===== src/rtl/assert_macros.svh =====
// Assertion helper macros shared by the detector RTL.
// Each macro expects clk and rst_n in the scope where it is used.
`ifndef ASSERT_MACROS_SVH
`define ASSERT_MACROS_SVH

// Property that must hold at every clock edge outside reset.
`define ASSERT_CLK(lbl, prop, msg) \
    lbl: assert property (@(posedge clk) disable iff (!rst_n) prop) else $error(msg);

// Condition that must never be seen outside reset.
`define ASSERT_NEVER(lbl, expr, msg) \
    lbl: assert property (@(posedge clk) disable iff (!rst_n) !(expr)) else $error(msg);

`endif


===== src/rtl/glcd_pkg.sv =====
// Shared types, widths, register indexes and side codes for the gate crossing detector.
// No dependencies; every other file but assert_macros.svh imports this package.
package glcd_pkg;

    localparam int COORD_BITS = 32;
    localparam int DIFF_W     = COORD_BITS + 1;   // coordinate difference
    localparam int SQ_W       = 2 * DIFF_W;       // product of two differences
    localparam int SUM_W      = SQ_W + 1;         // sum of two products
    localparam int LIM_W      = 16;
    localparam int TICK_W     = 24;
    localparam int SIDE_W     = 2;
    localparam int DATA_W     = 32;
    localparam int IDX_W      = 3;
    localparam int ADDR_W     = IDX_W + 2;

    localparam logic [TICK_W-1:0] TICK_MAX = '1;

    // register map, byte address = 4 * index
    localparam logic [IDX_W-1:0] REG_GATE_A_X      = 3'd0;
    localparam logic [IDX_W-1:0] REG_GATE_A_Y      = 3'd1;
    localparam logic [IDX_W-1:0] REG_GATE_B_X      = 3'd2;
    localparam logic [IDX_W-1:0] REG_GATE_B_Y      = 3'd3;
    localparam logic [IDX_W-1:0] REG_JUMP_LIMIT    = 3'd4;
    localparam logic [IDX_W-1:0] REG_NEAR_RADIUS   = 3'd5;
    localparam logic [IDX_W-1:0] REG_DELAY_TICKS   = 3'd6;

    localparam logic [LIM_W-1:0]  JUMP_LIMIT_RST  = 16'd1280;
    localparam logic [LIM_W-1:0]  NEAR_RADIUS_RST = 16'd1280;
    localparam logic [TICK_W-1:0] DELAY_TICKS_RST = 24'd1750;

    // side codes
    localparam logic [SIDE_W-1:0] SIDE_UNKNOWN = 2'd0;
    localparam logic [SIDE_W-1:0] SIDE_NEG     = 2'd1;
    localparam logic [SIDE_W-1:0] SIDE_ON      = 2'd2;
    localparam logic [SIDE_W-1:0] SIDE_POS     = 2'd3;

    typedef struct packed {
        logic signed [COORD_BITS-1:0] a_x;
        logic signed [COORD_BITS-1:0] a_y;
        logic signed [COORD_BITS-1:0] b_x;
        logic signed [COORD_BITS-1:0] b_y;
        logic [LIM_W-1:0]             jump_limit;
        logic [LIM_W-1:0]             near_radius;
        logic [TICK_W-1:0]            delay_ticks;
    } cfg_t;

    // products handed from the multiply stage to the decision stage
    typedef struct packed {
        logic                   tick;
        logic [SQ_W-1:0]        step_x2;
        logic [SQ_W-1:0]        step_y2;
        logic [SQ_W-1:0]        a_x2;
        logic [SQ_W-1:0]        a_y2;
        logic [SQ_W-1:0]        b_x2;
        logic [SQ_W-1:0]        b_y2;
        logic signed [SQ_W-1:0] cross_p;
        logic signed [SQ_W-1:0] cross_q;
        logic [2*LIM_W-1:0]     lim2;
        logic [2*LIM_W-1:0]     rad2;
    } prod_t;

    typedef struct packed {
        logic              reset_pulse;
        logic              crossed;
        logic              jump_seen;
        logic [SIDE_W-1:0] side;
    } res_t;

    function automatic logic signed [DIFF_W-1:0] diff(
        input logic signed [COORD_BITS-1:0] a,
        input logic signed [COORD_BITS-1:0] b
    );
        logic signed [DIFF_W-1:0] ae;
        logic signed [DIFF_W-1:0] be;
        ae = {a[COORD_BITS-1], a};
        be = {b[COORD_BITS-1], b};
        return ae - be;
    endfunction

    function automatic logic [DIFF_W-1:0] mag(input logic signed [DIFF_W-1:0] v);
        logic [DIFF_W-1:0] r;
        r = v[DIFF_W-1] ? DIFF_W'(-v) : DIFF_W'(v);
        return r;
    endfunction

endpackage


===== src/rtl/glcd_decide.sv =====
// Decision stage: jump, side, crossing and delay counter; holds the track state.
// Depends on glcd_pkg and assert_macros.svh.
`include "assert_macros.svh"

module glcd_decide import glcd_pkg::*; (
    input  logic              clk,
    input  logic              rst_n,
    input  logic              load,
    input  prod_t             prod,
    input  logic [TICK_W-1:0] delay_ticks,
    output res_t              res
);

    logic [SIDE_W-1:0] last_side_reg, last_side_next;
    logic              running_reg, running_next;
    logic [TICK_W-1:0] elapsed_reg, elapsed_next;
    res_t              res_reg, res_next;

    logic [SUM_W-1:0]        d2_step, d2_a, d2_b;
    logic signed [SUM_W-1:0] cross_d;
    logic [SIDE_W-1:0]       prev_side, side_now;
    logic                    jump, near, crossing;

    always_comb
    begin
        d2_step = SUM_W'(prod.step_x2) + SUM_W'(prod.step_y2);
        d2_a    = SUM_W'(prod.a_x2) + SUM_W'(prod.a_y2);
        d2_b    = SUM_W'(prod.b_x2) + SUM_W'(prod.b_y2);
        cross_d = SUM_W'(prod.cross_p) - SUM_W'(prod.cross_q);

        jump      = d2_step > SUM_W'(prod.lim2);
        near      = (d2_a < SUM_W'(prod.rad2)) || (d2_b < SUM_W'(prod.rad2));
        prev_side = jump ? SIDE_UNKNOWN : last_side_reg;

        if (cross_d[SUM_W-1])
            side_now = SIDE_NEG;
        else if (cross_d == '0)
            side_now = SIDE_ON;
        else
            side_now = SIDE_POS;

        crossing = (prev_side != SIDE_UNKNOWN) && near && (side_now != prev_side);

        last_side_next = last_side_reg;
        running_next   = running_reg;
        elapsed_next   = elapsed_reg;
        res_next       = '0;

        if (prod.tick)
        begin
            if (elapsed_reg != TICK_MAX)
                elapsed_next = elapsed_reg + 1'b1;
            res_next.side = last_side_reg;
        end
        else
        begin
            last_side_next     = side_now;
            res_next.side      = side_now;
            res_next.jump_seen = jump;
            res_next.crossed   = crossing;
            if (crossing)
            begin
                elapsed_next = '0;
                running_next = 1'b1;
            end
            else if (running_reg && (elapsed_reg >= delay_ticks))
            begin
                res_next.reset_pulse = 1'b1;
                running_next         = 1'b0;
            end
        end
    end

    always_ff @(posedge clk or negedge rst_n)
    begin
        if (!rst_n)
        begin
            last_side_reg <= SIDE_UNKNOWN;
            running_reg   <= 1'b0;
            elapsed_reg   <= '0;
        end
        else if (load)
        begin
            last_side_reg <= last_side_next;
            running_reg   <= running_next;
            elapsed_reg   <= elapsed_next;
        end
    end

    always_ff @(posedge clk)
    begin
        if (load)
        begin
            res_reg <= res_next;
        end
    end

    assign res = res_reg;

    `ASSERT_NEVER(a_jump_no_cross, load && res_next.crossed && res_next.jump_seen,
                  "crossing reported on a jump sample")
    `ASSERT_CLK(a_pulse_needs_delay, load && res_next.reset_pulse |-> running_reg,
                "reset pulse without a running delay")
    `ASSERT_CLK(a_cross_restarts, load && res_next.crossed |=> running_reg && elapsed_reg == '0,
                "crossing did not restart the delay counter")

endmodule


===== config.mk =====
export PLATFORM = sky130hd
export DESIGN_NAME = glcd_decide
export DESIGN_NICKNAME = d
export VERILOG_FILES = /design/src/rtl/glcd_pkg.sv /design/src/rtl/glcd_decide.sv
export VERILOG_INCLUDE_DIRS = /design/src /design/src/rtl
export SDC_FILE = /design/constraint.sdc
export NUM_CORES = 1
export LEC_CHECK = 0
export BUFFER_PORTS_ARGS = -buffer_cell sky130_fd_sc_hd__buf_4
export CAP_MARGIN = 40
export CORE_ASPECT_RATIO = 1.2
export CORE_MARGIN = 2
export CORE_UTILIZATION = 40
export DETAILED_ROUTE_END_ITERATION = 12
export HOLD_SLACK_MARGIN = 0.02
export PLACE_DENSITY = 0.72
export SYNTH_ARGS = -nofsm -noshare
export SYNTH_HDL_FRONTEND = slang
export SYNTH_SLANG_ARGS = --single-unit

===== constraint.sdc =====
create_clock -name clk -period 3.2 [get_ports clk]
set_input_delay 0.32 -clock clk [delete_from_list [all_inputs] [get_ports clk]]
set_output_delay 0.32 -clock clk [all_outputs]
set_load 0.005 [all_outputs]

==> results.py, run 1 <==
metrics = {
    "drt": {
        "routed_wirelength_mm": 151,
        "vias_per_cell": 6.04,
        "drc_errors": 0,
        "antenna_left": 0,
        "route.vias.total": 38800,
        "dr.pass1.iters": 10,
        "drt-initial-drc-count": 3307,
        "post_drt_wl_per_cell_um": 23.4,
    },
    "hold_path": {
        "hold_end": "res[4]",
        "min_path_type": "in2reg",
        "hold_depth": 1,
        "min-delay-start": "load",
    },
    "timing": {
        "hold_viol": 0,
        "final.setup.tns_ps": -77030,
        "rsz0062_at_grt": "true",
        "layout_min_cycle_time_ps": 6030,
        "fmax_mhz": 166,
        "hold_ws_ps": 367,
        "max-slew-margin-rel_pct": 45.9,
        "setup_ws_ps": -2830,
        "final_max_slew_viol_count": 0,
        "finalSetupViolations": 30,
        "clock-skew-final_ps": 9.01,
        "period_share_pct": 189,
        "worstMarginPinSlew_ps": 801,
    },
    "synthesis": {
        "synth_cells": 3650,
        "synth_fp_nets": 4656,
        "seq_area_frac_synth_pct": 3.47,
        "yosysTopAreaCell": "ha_1",
        "ys_top_cells_by_count": "a21oi_1, nand2_1, ha_1, nor2_1, o21ai_0",
        "netlist_area_um2": 23800,
        "ys_warn_count": 0,
        "yosysMostFrequentCell": "a21oi_1",
        "synth_top_area_share_pct": 20.2,
        "postSynthAreaPerCell_um2": 6.52,
        "async_flop_share_pct": 84.4,
        "netlist_top_cells_area": "ha_1, a21oi_1, nand2_1",
        "synth_edf_count": 5,
        "ys_types": 90,
        "synthFlopType": "dfrtp_1",
        "ys_ff_latch": 32,
    },
    "clock_network": {
        "cts_tree": "yes",
        "htree_levels": 2,
        "clk_pin_slew_ps": 60,
        "cts.path.max_buffers": 2,
        "root_buffer": "clkbuf_16",
        "clk_latency_ps": 300,
        "cts_sinks": 32,
        "numCtsBuffers": 5,
    },
    "pwr": {
        "p_switching_mw": 5.01,
        "leakage_nw": 20.4,
        "p_seq_share_pct": 5.3,
        "p_per_area_nw_per_um2": 244,
        "power_frac_comb_pct": 89.6,
        "swShare_pct": 48.6,
        "p_int_mw": 5.31,
        "irDropWorstVdd_uv": 405,
        "pwr-share-clk_pct": 5.1,
    },
    "floorplan": {
        "fp.coreArea_um2": 58600,
        "initial_core_util_pct": 40.6,
        "rows": 97,
        "io_pins": 625,
        "die_width_um": 227,
        "dieArea_um2": 61400,
        "die_h_um": 271,
    },
    "layout": {
        "final_nets": 6630,
        "largest_reg_flops": 24,
        "n_fill_cell": 4871,
        "multiInputGateArea_um2": 23100,
        "area_growth_pct": 77.5,
        "final_area_um2": 42200,
        "drive_above_1_share_pct": 43.2,
        "register_area_um2": 826,
        "postLayoutCoreUtil_pct": 72.0,
    },
    "run_status": {
        "status": "complete, but fails checks",
        "failed_checks": "setup timing",
    },
    "worst_setup_path": {
        "crit_type": "in2reg",
        "crit_path_end_kind": "flip-flop",
        "critPathLaunchType": "primary input",
        "cp.required_ps": 3400,
        "r2r-start": "elapsed_reg[3]",
        "worstReg2RegEnd": "elapsed_reg[10]",
        "crit_path_max_fanout": 8,
        "ff2ff_setup_slack_ps": -260,
        "rr_worst_depth": 13,
        "crit_arrival_ps": 6230,
    },
    "grt": {
        "grt_max_degree": 28,
        "grt_util_all_layers_pct": 46.5,
        "grt_pass1_vias": 39000,
        "antenna_found_initial": 14,
        "grt_overflow_total": 0,
        "grt_pass1_wl_mm": 219,
    },
    "placed_design": {
        "portBuffers": 624,
        "place_congestion": 1.12,
        "placed_area_um2": 40300,
        "pre_cts_slack_ps": -3350,
        "dp_hpwl_mm": 126,
    },
    "job": {
        "cap_violations": 0,
    },
}
-- routing by layer --
| metal | global-route usage, % | wire length [µm] | share of wire, % | vias to the layer above |
|---|---|---|---|---|
| met4 | 43.6 | 17400 | 12 | 4 |
| met3 | 9.77 | 13200 | 8.8 | 859 |
| met1 | 48.6 | 52400 | 35 | 17900 |
| met2 | 77.1 | 67500 | 45 | 2298 |
| li1 | - | - | - | 17800 |
| met5 | 0 | 26 | 0.017 | - |
-- worst max-delay path: stages --
cell and delay, ps:
buf_6 100, ha_4 150, inv_2 50, fa_2 190, nand2b_4 130, a21oi_4 70
buf_6 120, o211ai_1 280, nand2_2 140, a221oi_4 350, buf_6 160, xnor2_1 140
ha_1 290, a21oi_2 140, o21ai_2 90, a221oi_4 280, nand3_1 100, o311a_1 400
or4_4 520, nor4_2 220, nand4_1 130, or4_4 620, a21boi_4 260, a21oi_4 160
clkbuf_16 190, or4_1 410, a21oi_1 210
-- cells by family after synthesis --
group | Yosys count | synth area share [%]
simple gates | 1323 | 27.0
fa+ha+maj | 386 | 20.4
mux | 39 | 1.68
flops | 32 | 3.47
xor+xnor | 156 | 5.75
compound gates | 1323 | 35.3
buf+inv | 391 | 6.38
-- through the flow --
step | power [mW] | cells
CTS | 9.79 | 6395
detailed placement | 9.03 | 6340
finish | 10.3 | 6430
global placement | 8.94 | 6339
floorplan | 4.52 | 3650
global route | 10.9 | 6427
-- power by group through the flow --
stage                     Sequential (mW)  Combinational [mW]  Clock [mW]
after global placement              0.530                8.41           0
after floorplan                     0.503                4.02           0
after CTS                           0.529                8.77       0.494
after global routing                0.545                9.83       0.538
after detailed placement            0.533                8.50           0
final                               0.542                9.24       0.530
-- final cells by class --
cell class / count / area share (%)
timing repair buffer: 2121 / 38.4
antenna: 13 / 0.0771
inverter: 236 / 2.21
sequential: 32 / 1.96
multi-input combinational: 3228 / 54.7
clock buffer: 8 / 0.371
tap: 792 / 2.35
-- cells in the final DEF (no fill, tap or decap), types with 63 or more instances in the layout --
cell type     n
nand4_1     144
xnor2_1      91
nor3_1       83
a21o_1       74
nor2_1      297
o21a_1       66
nand2_1     391
o21ai_0     223
inv_1       205
nand3_1     103
xor2_1       63
a21oi_1     409
buf_4      2076
ha_1        338
-- worst max-delay path by stage --
stage / startpoint / to / slack, ps
after floorplan: prod[266] / elapsed_reg[20] / -2330
after global placement: prod[196] / elapsed_reg[12] / -3200
after detailed placement: prod[328] / elapsed_reg[3] / -3350
after CTS: prod[196] / elapsed_reg[5] / -2690
after global routing: prod[328] / elapsed_reg[8] / -2980
final: prod[196] / elapsed_reg[8] / -2830
-- what timing repair did --
| action | in CTS | in global routing |
|---|---|---|
| hold endpoints to repair | 27 | 0 |
| hold buffers | 1 | 0 |
| gates resized for setup | 148 | 117 |
| pin swaps | 72 | 72 |
| gates cloned | 5 | 0 |
| setup endpoints to repair | 32 | 32 |
| setup buffers | 42 | 22 |
Power figures use the tool's default switching activity.
==> run 2: changes to the inputs <==
Settings changed: ABC_AREA from default to 1, PLACE_DENSITY 0.72 to default, PLACE_DENSITY_LB_ADDON from default to 0.25.
==> run 2 against run 1 <==
Against the previous run:
- worst setup slack improved by 2000 ps
- sequential power fell by 7.7%
- die area grew 22%
- synthesized cell count rose by 62%
- sequential share of layout area decreased by 0.12 points
- the run still ends with setup timing left
- routed wire length is 4.9% lower
- count of clock-buffer cells in the layout down 3
- via count is 8.1% higher
- critical path depth grew 9
==> results.py, run 2 <==
metrics = {
    "layout": {
        "final_nets": 8664,
        "area_growth_pct": 54.6,
        "drive_above_1_share_pct": 27.4,
        "final_common_cell": "nand2_1",
        "mostFrequentLayoutCells": "nand2_1, buf_4, inv_1, nor2_1, ha_1",
        "final_area_um2": 44900,
        "largest_reg_flops": 24,
        "fin_cells": 8596,
    },
    "synthesis": {
        "ys_warn_count": 0,
        "synth_cells": 5921,
        "seq_area_frac_synth_pct": 2.84,
        "synth_edf_count": 5,
        "synth_fp_nets": 6927,
        "ys_top_cells_by_count": "nand2_1, inv_1, nor2_1, ha_1, a21oi_1",
        "async_flop_share_pct": 84.4,
        "yosysMostFrequentCell": "nand2_1",
        "ys_ff_latch": 32,
        "ys_types": 51,
        "netlist_area_um2": 29100,
        "synth_top_area_share_pct": 30.6,
        "postSynthAreaPerCell_um2": 4.91,
        "synthFlopType": "dfrtp_1",
        "netlist_top_cells_area": "nand2_1, inv_1, ha_1",
        "yosysTopAreaCell": "nand2_1",
    },
    "timing": {
        "layout_min_cycle_time_ps": 4020,
        "worstMarginPinSlew_ps": 677,
        "clock-skew-final_ps": 2.30,
        "hold_ws_ps": 361,
        "period_share_pct": 126,
        "rsz0062_at_grt": "true",
        "final_max_slew_viol_count": 0,
        "hold_viol": 0,
        "finalSetupViolations": 28,
        "max-slew-margin-rel_pct": 54.6,
        "fmax_mhz": 249,
        "setup_ws_ps": -816,
    },
    "grt": {
        "grt_util_all_layers_pct": 36.7,
        "grt_max_degree": 28,
        "met2_usage_pct": 70.0,
        "grt_overflow_total": 0,
        "grtUsageMet3_pct": 2.88,
        "grt.busiest_layer": "met2",
        "grt_pass1_vias": 41800,
        "grt_use_met1_pct": 37.1,
        "grt_pass1_wl_mm": 216,
        "antenna_found_initial": 2,
    },
    "clock_network": {
        "htree_levels": 2,
        "cts.path.max_buffers": 2,
        "numCtsBuffers": 5,
        "clk_latency_ps": 270,
        "clk_pin_slew_ps": 50,
        "root_buffer": "clkbuf_16",
        "cts_sinks": 32,
        "cts_tree": "yes",
    },
    "floorplan": {
        "dieArea_um2": 74800,
        "io_pins": 625,
        "fp.coreArea_um2": 72200,
        "die_h_um": 299,
        "initial_core_util_pct": 40.3,
        "die_width_um": 250,
        "rows": 108,
    },
    "placed_design": {
        "dp_hpwl_mm": 128,
        "placed_area_um2": 43000,
        "pre_cts_slack_ps": -1390,
        "dp_cells": 8551,
        "portBuffers": 624,
        "place_congestion": 1.03,
    },
    "drt": {
        "post_drt_wl_per_cell_um": 16.7,
        "drc_errors": 0,
        "routed_wirelength_mm": 143,
        "drt-initial-drc-count": 2532,
        "route.vias.total": 42000,
        "dr.pass1.iters": 8,
        "antenna_left": 0,
        "vias_per_cell": 4.89,
    },
    "pwr": {
        "irDropWorstVdd_uv": 262,
        "leakage_nw": 27.6,
        "p_per_area_nw_per_um2": 209,
    },
    "job": {
        "cap_violations": 0,
    },
    "worst_setup_path": {
        "crit_arrival_ps": 4230,
        "crit_type": "in2reg",
        "ff2ff_setup_slack_ps": 350,
        "worstReg2RegEnd": "elapsed_reg[14]",
        "crit_slowest_cell": "ha_4",
        "rr_worst_depth": 10,
        "critical-path-max-stage-delay_ps": 290,
        "cp.required_ps": 3420,
        "crit_path_end_kind": "flip-flop",
        "path_common_cell": "nand2_1",
        "crit_path_max_fanout": 4,
        "r2r-start": "elapsed_reg[0]",
        "critPathLaunchType": "primary input",
    },
    "hold_path": {
        "hold_depth": 1,
        "hold_end": "res[3]",
        "min_path_type": "in2reg",
        "min-delay-start": "load",
    },
    "run_status": {
        "status": "complete, but fails checks",
        "failed_checks": "setup timing",
    },
}
run 2: worst max path at each step:
stage               cells past startpoint              end       from  slack (ps)
floorplan                              35           res[4]  prod[328]        -380
finish                                 36      running_reg  prod[201]        -820
detailed placement                     29  elapsed_reg[17]  prod[213]       -1390
global placement                       29   elapsed_reg[8]  prod[208]       -1260
CTS                                    38  elapsed_reg[17]  prod[394]        -730
global route                           33      running_reg  prod[280]       -1040
run 2: timing repair:
item	CTS	global route
hold endpoints to repair	27	0
setup endpoints to repair	28	30
resized for setup	122	192
setup buffers	19	15
cloned	2	0
hold buffers	1	0
pin swaps	35	87
run 2: through the flow:
stage	utilization (%)	power [mW]	TNS (ps)
floorplan	-	4.44	-9210
global placement	59.6	8.34	-34190
detailed placement	59.6	8.40	-37840
CTS	60.8	9.04	-19270
global route	62.2	10.2	-26910
finish	62.2	9.38	-20400
run 2: cell type report:
| cell class | count | area (µm²) |
|---|---|---|
| inverter | 1315 | 4940 |
| clock buffer | 5 | 125 |
| sequential | 32 | 826 |
| tap | 935 | 1170 |
| antenna | 2 | 5.00 |
| clock inverter | 3 | 13.8 |
| timing repair buffer | 1738 | 13100 |
| multi-input combinational | 4566 | 24700 |
| fill | 7504 | 27200 |
run 2: where the power goes:
group	switching, mW	internal (mW)
clock network	0.167	0.282
logic	4.60	3.84
registers	0.0552	0.445
run 2: kinds of logic after synthesis:
family	Yosys count	share of synthesized area, %
AOI/OAI and AO/OA	474	8.91
xor gates and xnor gates	147	4.43
adders and majority gates	386	16.7
buffers and inverters	1325	17.2
DFF	32	2.84
and+or+nand+nor	3557	49.9
run 2: metal layers:
metal  up-vias  wire (µm)
li1      21600          -
met2      1310      71600
met5         -          0
met3       498       5900
met1     18600      52700
met4         0      12900
run 2: critical path: cells and delay by family:
family / cells / cell delay (ps)
buffers and inverters: 8 / 900
AOI/OAI and AO/OA: 3 / 400
adders and majority gates: 2 / 550
xor gates and xnor gates: 1 / 150
and+or+nand+nor: 22 / 1920
