[src/rtl/assert_macros.svh]
// Assertion helper macros shared by the detector RTL.
// Each macro expects clk and rst_n in the scope where it is used.
`ifndef ASSERT_MACROS_SVH
`define ASSERT_MACROS_SVH

// Property that must hold at every clock edge outside reset.
`define ASSERT_CLK(lbl, prop, msg) \
    lbl: assert property (@(posedge clk) disable iff (!rst_n) prop) else $error(msg);

// Condition that must never be seen outside reset.
`define ASSERT_NEVER(lbl, expr, msg) \
    lbl: assert property (@(posedge clk) disable iff (!rst_n) !(expr)) else $error(msg);

`endif

[src/rtl/glcd_pkg.sv]
// Shared types, widths, register indexes and side codes for the gate crossing detector.
// No dependencies; every other file but assert_macros.svh imports this package.
package glcd_pkg;

    localparam int COORD_BITS = 32;
    localparam int DIFF_W     = COORD_BITS + 1;   // coordinate difference
    localparam int SQ_W       = 2 * DIFF_W;       // product of two differences
    localparam int SUM_W      = SQ_W + 1;         // sum of two products
    localparam int LIM_W      = 16;
    localparam int TICK_W     = 24;
    localparam int SIDE_W     = 2;
    localparam int DATA_W     = 32;
    localparam int IDX_W      = 3;
    localparam int ADDR_W     = IDX_W + 2;

    localparam logic [TICK_W-1:0] TICK_MAX = '1;

    // register map, byte address = 4 * index
    localparam logic [IDX_W-1:0] REG_GATE_A_X      = 3'd0;
    localparam logic [IDX_W-1:0] REG_GATE_A_Y      = 3'd1;
    localparam logic [IDX_W-1:0] REG_GATE_B_X      = 3'd2;
    localparam logic [IDX_W-1:0] REG_GATE_B_Y      = 3'd3;
    localparam logic [IDX_W-1:0] REG_JUMP_LIMIT    = 3'd4;
    localparam logic [IDX_W-1:0] REG_NEAR_RADIUS   = 3'd5;
    localparam logic [IDX_W-1:0] REG_DELAY_TICKS   = 3'd6;

    localparam logic [LIM_W-1:0]  JUMP_LIMIT_RST  = 16'd1280;
    localparam logic [LIM_W-1:0]  NEAR_RADIUS_RST = 16'd1280;
    localparam logic [TICK_W-1:0] DELAY_TICKS_RST = 24'd1750;

    // side codes
    localparam logic [SIDE_W-1:0] SIDE_UNKNOWN = 2'd0;
    localparam logic [SIDE_W-1:0] SIDE_NEG     = 2'd1;
    localparam logic [SIDE_W-1:0] SIDE_ON      = 2'd2;
    localparam logic [SIDE_W-1:0] SIDE_POS     = 2'd3;

    typedef struct packed {
        logic signed [COORD_BITS-1:0] a_x;
        logic signed [COORD_BITS-1:0] a_y;
        logic signed [COORD_BITS-1:0] b_x;
        logic signed [COORD_BITS-1:0] b_y;
        logic [LIM_W-1:0]             jump_limit;
        logic [LIM_W-1:0]             near_radius;
        logic [TICK_W-1:0]            delay_ticks;
    } cfg_t;

    // products handed from the multiply stage to the decision stage
    typedef struct packed {
        logic                   tick;
        logic [SQ_W-1:0]        step_x2;
        logic [SQ_W-1:0]        step_y2;
        logic [SQ_W-1:0]        a_x2;
        logic [SQ_W-1:0]        a_y2;
        logic [SQ_W-1:0]        b_x2;
        logic [SQ_W-1:0]        b_y2;
        logic signed [SQ_W-1:0] cross_p;
        logic signed [SQ_W-1:0] cross_q;
        logic [2*LIM_W-1:0]     lim2;
        logic [2*LIM_W-1:0]     rad2;
    } prod_t;

    typedef struct packed {
        logic              reset_pulse;
        logic              crossed;
        logic              jump_seen;
        logic [SIDE_W-1:0] side;
    } res_t;

    function automatic logic signed [DIFF_W-1:0] diff(
        input logic signed [COORD_BITS-1:0] a,
        input logic signed [COORD_BITS-1:0] b
    );
        logic signed [DIFF_W-1:0] ae;
        logic signed [DIFF_W-1:0] be;
        ae = {a[COORD_BITS-1], a};
        be = {b[COORD_BITS-1], b};
        return ae - be;
    endfunction

    function automatic logic [DIFF_W-1:0] mag(input logic signed [DIFF_W-1:0] v);
        logic [DIFF_W-1:0] r;
        r = v[DIFF_W-1] ? DIFF_W'(-v) : DIFF_W'(v);
        return r;
    endfunction

endpackage

[src/rtl/glcd_regs.sv]
// APB-style configuration registers of the gate crossing detector.
// Depends on glcd_pkg.
module glcd_regs import glcd_pkg::*; (
    input  logic              clk,
    input  logic              rst_n,
    input  logic              psel,
    input  logic              penable,
    input  logic              pwrite,
    input  logic [ADDR_W-1:0] paddr,
    input  logic [DATA_W-1:0] pwdata,
    output logic [DATA_W-1:0] prdata,
    output logic              pready,
    output cfg_t              cfg
);

    cfg_t             cfg_reg;
    logic             wr_en;
    logic [IDX_W-1:0] idx;

    assign pready = 1'b1;
    assign wr_en  = psel && penable && pwrite;
    assign idx    = paddr[ADDR_W-1:2];
    assign cfg    = cfg_reg;

    always_ff @(posedge clk or negedge rst_n)
    begin
        if (!rst_n)
        begin
            cfg_reg.a_x         <= '0;
            cfg_reg.a_y         <= '0;
            cfg_reg.b_x         <= '0;
            cfg_reg.b_y         <= '0;
            cfg_reg.jump_limit  <= JUMP_LIMIT_RST;
            cfg_reg.near_radius <= NEAR_RADIUS_RST;
            cfg_reg.delay_ticks <= DELAY_TICKS_RST;
        end
        else if (wr_en)
        begin
            unique case (idx)
                REG_GATE_A_X:    cfg_reg.a_x         <= COORD_BITS'(pwdata);
                REG_GATE_A_Y:    cfg_reg.a_y         <= COORD_BITS'(pwdata);
                REG_GATE_B_X:    cfg_reg.b_x         <= COORD_BITS'(pwdata);
                REG_GATE_B_Y:    cfg_reg.b_y         <= COORD_BITS'(pwdata);
                REG_JUMP_LIMIT:  cfg_reg.jump_limit  <= pwdata[LIM_W-1:0];
                REG_NEAR_RADIUS: cfg_reg.near_radius <= pwdata[LIM_W-1:0];
                REG_DELAY_TICKS: cfg_reg.delay_ticks <= pwdata[TICK_W-1:0];
                default: ;   // unmapped address, write dropped
            endcase
        end
    end

    always_comb
    begin
        unique case (idx)
            REG_GATE_A_X:    prdata = DATA_W'(cfg_reg.a_x);
            REG_GATE_A_Y:    prdata = DATA_W'(cfg_reg.a_y);
            REG_GATE_B_X:    prdata = DATA_W'(cfg_reg.b_x);
            REG_GATE_B_Y:    prdata = DATA_W'(cfg_reg.b_y);
            REG_JUMP_LIMIT:  prdata = DATA_W'(cfg_reg.jump_limit);
            REG_NEAR_RADIUS: prdata = DATA_W'(cfg_reg.near_radius);
            REG_DELAY_TICKS: prdata = DATA_W'(cfg_reg.delay_ticks);
            default:         prdata = '0;
        endcase
    end

endmodule

[config.mk]
export PLATFORM = sky130hd
export DESIGN_NAME = glcd_regs
export DESIGN_NICKNAME = d
export VERILOG_FILES = /design/src/rtl/assert_macros.svh /design/src/rtl/glcd_pkg.sv /design/src/rtl/glcd_regs.sv
export SDC_FILE = /design/constraint.sdc
export NUM_CORES = 1
export LEC_CHECK = 0
export ABC_AREA = 0
export ABC_CLOCK_PERIOD_IN_PS = 1250
export BUFFER_PORTS_ARGS = -buffer_cell sky130_fd_sc_hd__buf_2
export CAP_MARGIN = 25
export CORE_MARGIN = 3
export CORE_UTILIZATION = 47
export CTS_CLUSTER_SIZE = 24
export DETAILED_ROUTE_END_ITERATION = 8
export GPL_TIMING_DRIVEN = 0
export HOLD_SLACK_MARGIN = 0.06
export PLACE_DENSITY = 0.77
export SYNTH_ARGS = -nofsm -noshare
export SYNTH_HDL_FRONTEND = slang
export SYNTH_SLANG_ARGS = --single-unit
export TNS_END_PERCENT = 30
[constraint.sdc]
create_clock -name clk -period 1.25 [get_ports clk]
set_input_delay 0.125 -clock clk [delete_from_list [all_inputs] [get_ports clk]]
set_output_delay 0.125 -clock clk [all_outputs]
set_load 0.05 [all_outputs]
==> results of run 1 <==
==> cells in the mapped netlist (2+ instances only) <==
library cell	number	share of area, %
buf_1	3	0.13
o211ai_1	16	1.4
a21boi_0	10	0.88
nand3b_1	13	1.1
and2_1	14	1.0
mux4_2	8	2.1
nor2_2	3	0.22
mux2_2	181	24
clkbuf_1	7	0.31
a22oi_1	6	0.53
nor3_1	7	0.41
nor2b_1	2	0.15
mux2_1	4	0.53
buf_4	17	1.5
buf_6	3	0.39
a32oi_1	16	1.6
mux2i_1	41	4.8
nor2_4	2	0.26
buf_2	13	0.76
o21a_1	6	0.53
a211o_1	10	1.0
dfstp_2	11	3.4
a21o_1	7	0.61
o21ai_0	8	0.47
dfrtp_1	173	51
==> cells in the final DEF, fill, tap and decap left out, types with 9 or more instances in the layout <==
master and n:
dlygate4sd3_1 32, buf_8 31, dfrtp_1 47, buf_6 51, nand3b_1 13, a21boi_1 9
a32oi_1 16, buf_4 85, clkbuf_16 17, mux2i_1 40, mux2_4 26, dfstp_2 11
o211ai_1 16, buf_2 149, a211o_1 10, clkbuf_4 32, mux2_2 155, dfrtp_2 126
==> metrics by stage <==
step | utilization [%] | area [um2] | hold slack, ps | setup slack [ps]
global route | 71.6 | 12600 | -312 | -546
finish | 71.6 | 12600 | -346 | -500
floorplan | - | 8920 | -171 | -475
CTS | 69.5 | 12200 | -305 | -522
global placement | 59.5 | 10500 | 399 | -3300
detailed placement | 59.7 | 10500 | 156 | -909
==> metal layers <==
metal	track usage [%]	vias up	routed length, um
met4	9.23	0	804
li1	-	2952	-
met5	0	-	0
met3	5.16	57	1470
met2	44.5	231	13600
met1	37.3	3457	11900
==> worst max path at each step <==
stage	startpoint	to	slack, ps	cells past startpoint
after CTS	cfg[86]	prdata[30]	-520	3
after detailed placement	paddr[3]	prdata[13]	-910	7
after global routing	cfg[4]	prdata[4]	-550	4
final	cfg[83]	prdata[27]	-500	3
after global placement	rst_n	cfg[105]	-3300	1
after floorplan	paddr[2]	prdata[2]	-480	6
==> worst reg2reg max path: stages (launching register included) <==
cell     delay, ps
dfrtp_2        400
buf_4          130
buf_4          140
mux2_2         260
==> kinds of logic (layout without fill, tap and decap cells) <==
kind of cell,after synthesis,in the layout,share of synthesized area (%)
AO/OA/AOI/OAI,80,80,7.17
flip-flops,184,184,53.9
AND/OR/NAND/NOR,52,52,4.56
other,1,1,0.0438
buffers and inverters,44,420,3.12
multiplexers,234,234,31.2
==> power by group through the flow <==
stage / clock network, mW / registers [mW] / logic (mW)
2_1_floorplan: 0 / 12.4 / 2.53
5_1_grt: 5.86 / 8.36 / 10.8
3_5_place_dp: 0 / 8.32 / 8.84
3_3_place_gp: 0 / 8.29 / 8.73
4_1_cts: 5.59 / 8.16 / 9.98
6_report: 5.52 / 8.21 / 10.4
==> what timing repair did <==
action                                  CTS  global route
endpoints found under the setup margin   55           138
gates resized for setup                 172            77
pin swaps                                24            23
setup buffers                            38            21
hold endpoints to repair                254            70
==> layout make-up <==
type | count | area (um2) | area share [%]
Buffer | 42 | 379 | 3.01
Clock buffer | 17 | 425 | 3.38
Clock inverter | 15 | 168 | 1.33
Inverter | 1 | 3.75 | 0.0298
Multi-Input combinational cell | 367 | 3860 | 30.6
Sequential cell | 184 | 4780 | 37.9
Tap cell | 225 | 282 | 2.24
Timing Repair Buffer | 345 | 2700 | 21.4
==> qor.log, run 1 <==
qor: power_and_ir_drop.power_density 1920 mW/mm2
qor: logic_synthesis.postSynthCellCount 595
qor: die.row_count 48
qor: logic_synthesis.ys_seq_area_share 53.9%
qor: worst_setup_path.cp_slowest_stage_delay 480 ps
qor: timing.finClkSkew 0 ps
qor: worst_setup_path.cp-end-kind output port
qor: clock_tree.cts_made_buffers 17
qor: clock_tree.cts.root.buffer_cell clkbuf_16
qor: die.fp.coreArea 0.0176 mm2
qor: global_route.global_route.overflow_total 0
qor: global_route.antenna_found_initial 0
qor: global_route.wire_length_of_the_first_global_routing_pass 41600 um
qor: drt.post_detailed_route_count_of_antenna_violating_nets 0
qor: timing.finalHoldWorstSlack -346 ps
qor: logic_synthesis.synth_ff_type dfrtp_1
qor: logic_synthesis.edff_count_synth 0
qor: placement.place.gp.congestion 0.837
qor: drt.detailedRoute.firstIterationViolations 389
qor: timing.finalMaxSlewViolations 0
qor: placement.detailedPlacementHpwl 17900 um
qor: drt.drt-vias-per-instance 5.60
qor: drt.finalWirelength 27800 um
qor: power_and_ir_drop.finalPower 24.2 mW
qor: placement.placed_cells_incl_taps 1075
qor: power_and_ir_drop.share_seq_of_total_power 34.0%
qor: timing.fin_crit_sh 140%
qor: clock_tree.cts.hold.buffers_added 32
qor: global_route.grt_start_max_net_pins 106
qor: timing.grt_setup_unrepaired yes
qor: timing.clock.fmax 571 MHz
qor: drt.routedWlPerCell 23.2 um
qor: worst_setup_path.worst_ep_required_time 1120 ps
qor: die.die_area 0.0199 mm2
qor: power_and_ir_drop.p_leak 5.92 nW
qor: timing.finalWorstSetupSlack -500 ps
qor: die.chipWidth 141 um
qor: drt.drcViolationCount 0
qor: die.initial_core_util 48.7%
qor: power_and_ir_drop.internal-power 14.0 mW
qor: power_and_ir_drop.max-vdd-ir-drop 1360 uV
qor: die.io_pins 259
qor: clock_tree.cts-htree-levels 4
qor: outcome.status complete, but fails checks
qor: timing.worst_pin_slew 671 ps
qor: layout.synthToLayoutAreaGrowth 46.9%
qor: job.cap_viol_max_count 0
qor: power_and_ir_drop.netSwitchingFraction 42.2%
qor: worst_setup_path.reg2reg_to cfg[100]
qor: placement.portBuffers 254
qor: worst_setup_path.setup.reg_to_reg.worst_slack 210 ps
qor: timing.maxSlewHeadroom 55.3%
qor: power_and_ir_drop.power_frac_clock 22.8%
qor: worst_hold_path.timing.hold.worst.class in -> async
qor: worst_setup_path.cell_with_the_largest_stage_delay_on_the_worst_path mux4_2
qor: worst_setup_path.worstPathArrival 1630 ps
qor: logic_synthesis.synth.ff_latch_count 184
qor: die.chipHeight 141 um
qor: clock_tree.cts-root-to-sink-buffers 2
qor: timing.finalHoldViolations 70
qor: logic_synthesis.yosysWarningCount 0
qor: worst_setup_path.cp_cell_sequence mux4_2 > and2_4 > buf_8
qor: logic_synthesis.syn_nets 637
qor: worst_setup_path.worstReg2RegStart cfg[100]
qor: layout.final-instance-count-excl-fill 1196
qor: drt.vias 6697
qor: layout.number_of_flip_flops_in_the_largest_register 184
qor: clock_tree.clkSinkCount 184
qor: clock_tree.tritoncts built
qor: logic_synthesis.async_flop_share 100%
qor: worst_setup_path.crit_buf_inv 1
qor: global_route.grt.total_usage 27.4%
qor: logic_synthesis.synth.lib_cells_used.distinct 39
qor: worst_setup_path.worst_setup_path_start_kind flop
qor: timing.setup_viol 67
qor: worst_setup_path.crit_path_max_fanout 2
qor: worst_setup_path.path_delay_family multiplexers
qor: outcome.failed_checks negative hold slack, negative setup slack
qor: layout.fin_nets 1000
qor: timing.tns -14410 ps
qor: drt.detailed_router_iteration_count_before_antenna_repair 4
qor: logic_synthesis.syn_area 0.00857 mm2
qor: logic_synthesis.synth_area_per_cell 14.4 um2
qor: power_and_ir_drop.power.switching 10.2 mW
qor: clock_tree.path_clk_slew 70 ps
qor: timing.finalCriticalPeriod 1750 ps
qor: clock_tree.clk_latency 430 ps
qor: power_and_ir_drop.pwr-share-comb 43.2%
qor: layout.diodes 0
qor: worst_setup_path.timing.setup.critical_path_class reg -> out
qor: layout.drive_above_1_share 76.7%
qor: layout.filler_cell_count 1190
qor: global_route.first_global_vias 6932
qor: worst_setup_path.r2r_cells 3
(Power assumes the default switching activity.)
==> run 2: changes to the inputs <==
Settings changed: ABC_CLOCK_PERIOD_IN_PS 1250 to 2250, CORE_UTILIZATION 47 to 50, PLACE_DENSITY 0.77 to 0.89.
Clock period 1.25 ns to 2.25 ns, I/O delays scaled along.
==> run 2 against run 1 <==
  * The flow now finishes without violations
  * Routed wire length fell by 7.0%
  * Critical path depth rose by 4
  * Critical path type is now in -> out
  * Flip-flop and latch count did not move
  * Worst setup slack better by 550 ps
  * Power down 49%
  * Combinational power fell by 54%
  * Final cell count decreased by 7.5%
  * Sequential share of layout area is 4.8 points higher
  * Highest routed layer unchanged
  * Global-route usage rose by 0.22 points
  * Largest cell class unchanged
==> qor.log, run 2 (same netlist as run 1, synthesis figures left out) <==
qor: timing.maxSlewHeadroom 55.0%
qor: placement.portBuffers 254
qor: worst_setup_path.worst_ep_required_time 2030 ps
qor: timing.worst_pin_slew 675 ps
qor: worst_setup_path.worstPathArrival 1970 ps
qor: worst_setup_path.path_delay_family buffers and inverters
qor: power_and_ir_drop.power_frac_clock 24.4%
qor: power_and_ir_drop.power.switching 5.43 mW
qor: timing.grt_setup_unrepaired no
qor: clock_tree.cts.root.buffer_cell clkbuf_16
qor: clock_tree.path_clk_slew 70 ps
qor: timing.finalMaxSlewViolations 0
qor: drt.finalWirelength 25800 um
qor: worst_setup_path.cp_cell_sequence buf_2 > and3b_1 > clkbuf_1 > clkbuf_2 > a32oi_1 > o211ai_1 > clkbuf_4
qor: drt.drt-vias-per-instance 5.84
qor: worst_setup_path.crit_path_max_fanout 10
qor: drt.detailed_router_iteration_count_before_antenna_repair 6
qor: power_and_ir_drop.max-vdd-ir-drop 986 uV
qor: global_route.grt_start_max_net_pins 97
qor: timing.setup_viol 0
qor: global_route.grt.total_usage 27.6%
qor: layout.drive_above_1_share 60.3%
qor: worst_setup_path.cp_slowest_stage_delay 420 ps
qor: timing.finalHoldViolations 0
qor: layout.number_of_flip_flops_in_the_largest_register 184
qor: clock_tree.clkSinkCount 184
qor: layout.fin_nets 915
qor: die.chipHeight 137 um
qor: clock_tree.cts-root-to-sink-buffers 2
qor: die.fp.coreArea 0.0167 mm2
qor: drt.detailedRoute.firstIterationViolations 315
qor: timing.finalHoldWorstSlack 75.2 ps
qor: power_and_ir_drop.p_leak 5.43 nW
qor: global_route.antenna_found_initial 0
qor: clock_tree.cts-htree-levels 4
qor: layout.diodes 0
qor: placement.place.gp.congestion 0.824
qor: worst_setup_path.crit_buf_inv 4
qor: clock_tree.clk_latency 420 ps
qor: die.chipWidth 137 um
qor: layout.layout.cells.most_common buf_2
qor: drt.vias 6463
qor: layout.final_cell_mix buf_2 (264), mux2_2 (181), dfrtp_1 (173)
qor: drt.drcViolationCount 0
qor: placement.preCtsSetupSlack -289 ps
qor: die.die_area 0.0187 mm2
qor: worst_setup_path.worstReg2RegStart cfg[126]
qor: power_and_ir_drop.share_seq_of_total_power 36.5%
qor: worst_setup_path.worst_setup_path_start_kind primary input
qor: global_route.wire_length_of_the_first_global_routing_pass 38700 um
qor: placement.detailedPlacementHpwl 18000 um
qor: die.initial_core_util 51.3%
qor: worst_setup_path.cp-end-kind output port
qor: global_route.global_route.overflow_total 0
qor: worst_setup_path.timing.setup.critical_path_class in -> out
qor: drt.routedWlPerCell 23.4 um
qor: power_and_ir_drop.finalPower 12.4 mW
qor: worst_hold_path.hold_start pwdata[19]
qor: drt.post_detailed_route_count_of_antenna_violating_nets 0
qor: job.cap_viol_max_count 0
qor: worst_setup_path.crit_start paddr[2]
qor: timing.finalWorstSetupSlack 51.0 ps
qor: die.io_pins 259
qor: power_and_ir_drop.netSwitchingFraction 43.9%
qor: worst_setup_path.cell_with_the_largest_stage_delay_on_the_worst_path clkbuf_1
qor: global_route.first_global_vias 6654
qor: timing.fin_crit_sh 97.7%
qor: outcome.status finished, final reports clean
qor: timing.finalCriticalPeriod 2200 ps
qor: worst_hold_path.timing.hold.worst.class in -> reg
qor: layout.synthToLayoutAreaGrowth 26.1%
qor: power_and_ir_drop.power_density 1140 mW/mm2
qor: timing.finClkSkew 0 ps
qor: clock_tree.tritoncts built
qor: power_and_ir_drop.pwr-share-comb 39.1%
qor: die.row_count 47
qor: clock_tree.cts_made_buffers 17
qor: power_and_ir_drop.internal-power 6.93 mW
qor: timing.clock.fmax 455 MHz
==> run 2: metal layers <==
metal	up-vias	part of all wire, %	routed length, um	track usage [%]
li1	2772	-	-	-
met1	3331	41	10600	35.4
met2	304	49	12500	44.6
met3	56	7.1	1830	7.02
met4	0	3.2	839	12.1
met5	-	0	0	0
==> run 2: path summary, 6_finish.rpt <==
check	to	slack, ps	depth (start not counted)
hold / removal	cfg[107]	80	2
max in group asynchronous	cfg[106]	950	3
hold reg to reg	cfg[177]	530	1
min in group asynchronous	cfg[125]	400	2
setup reg to reg	cfg[126]	1400	1
setup / recovery	prdata[15]	50	7
==> run 2: area by class of cell <==
cell class                 instances  area, um2
sequential                       184       4620
fill                            1284       5890
clock buffer                      20        447
buffer                            41        262
timing repair buffer             261       1370
tap                              220        275
multi-input combinational        367       3690
inverter                           1       3.75
clock inverter                    12        139
==> run 2: power by group through the flow <==
stage               Clock [mW]  Combinational, mW  Sequential, mW
floorplan                    0               1.31            6.76
global route              3.17               5.02            4.59
global placement             0               4.74            4.51
detailed placement           0               4.82            4.55
CTS                       3.03               4.84            4.49
finish                    3.02               4.83            4.51
==> run 2: per-stage QoR <==
| step | instances | area [um2] | utilization, % | setup TNS, ps |
|---|---|---|---|---|
| after floorplan | 595 | 8570 | - | 0 |
| after global placement | 1069 | 10100 | 60.6 | -338430 |
| after detailed placement | 1070 | 10200 | 60.8 | -2720 |
| after CTS | 1107 | 10800 | 64.7 | 0 |
| after global routing | 1106 | 10800 | 64.7 | 0 |
| final | 1106 | 10800 | 64.7 | 0 |
==> run 2: repair_timing <==
item,4_1_cts,5_1_grt
hold buffers,6,0
setup buffers,0,0
resized for setup,4,5
endpoints found under the hold margin,90,0
endpoints found under the setup margin,16,15
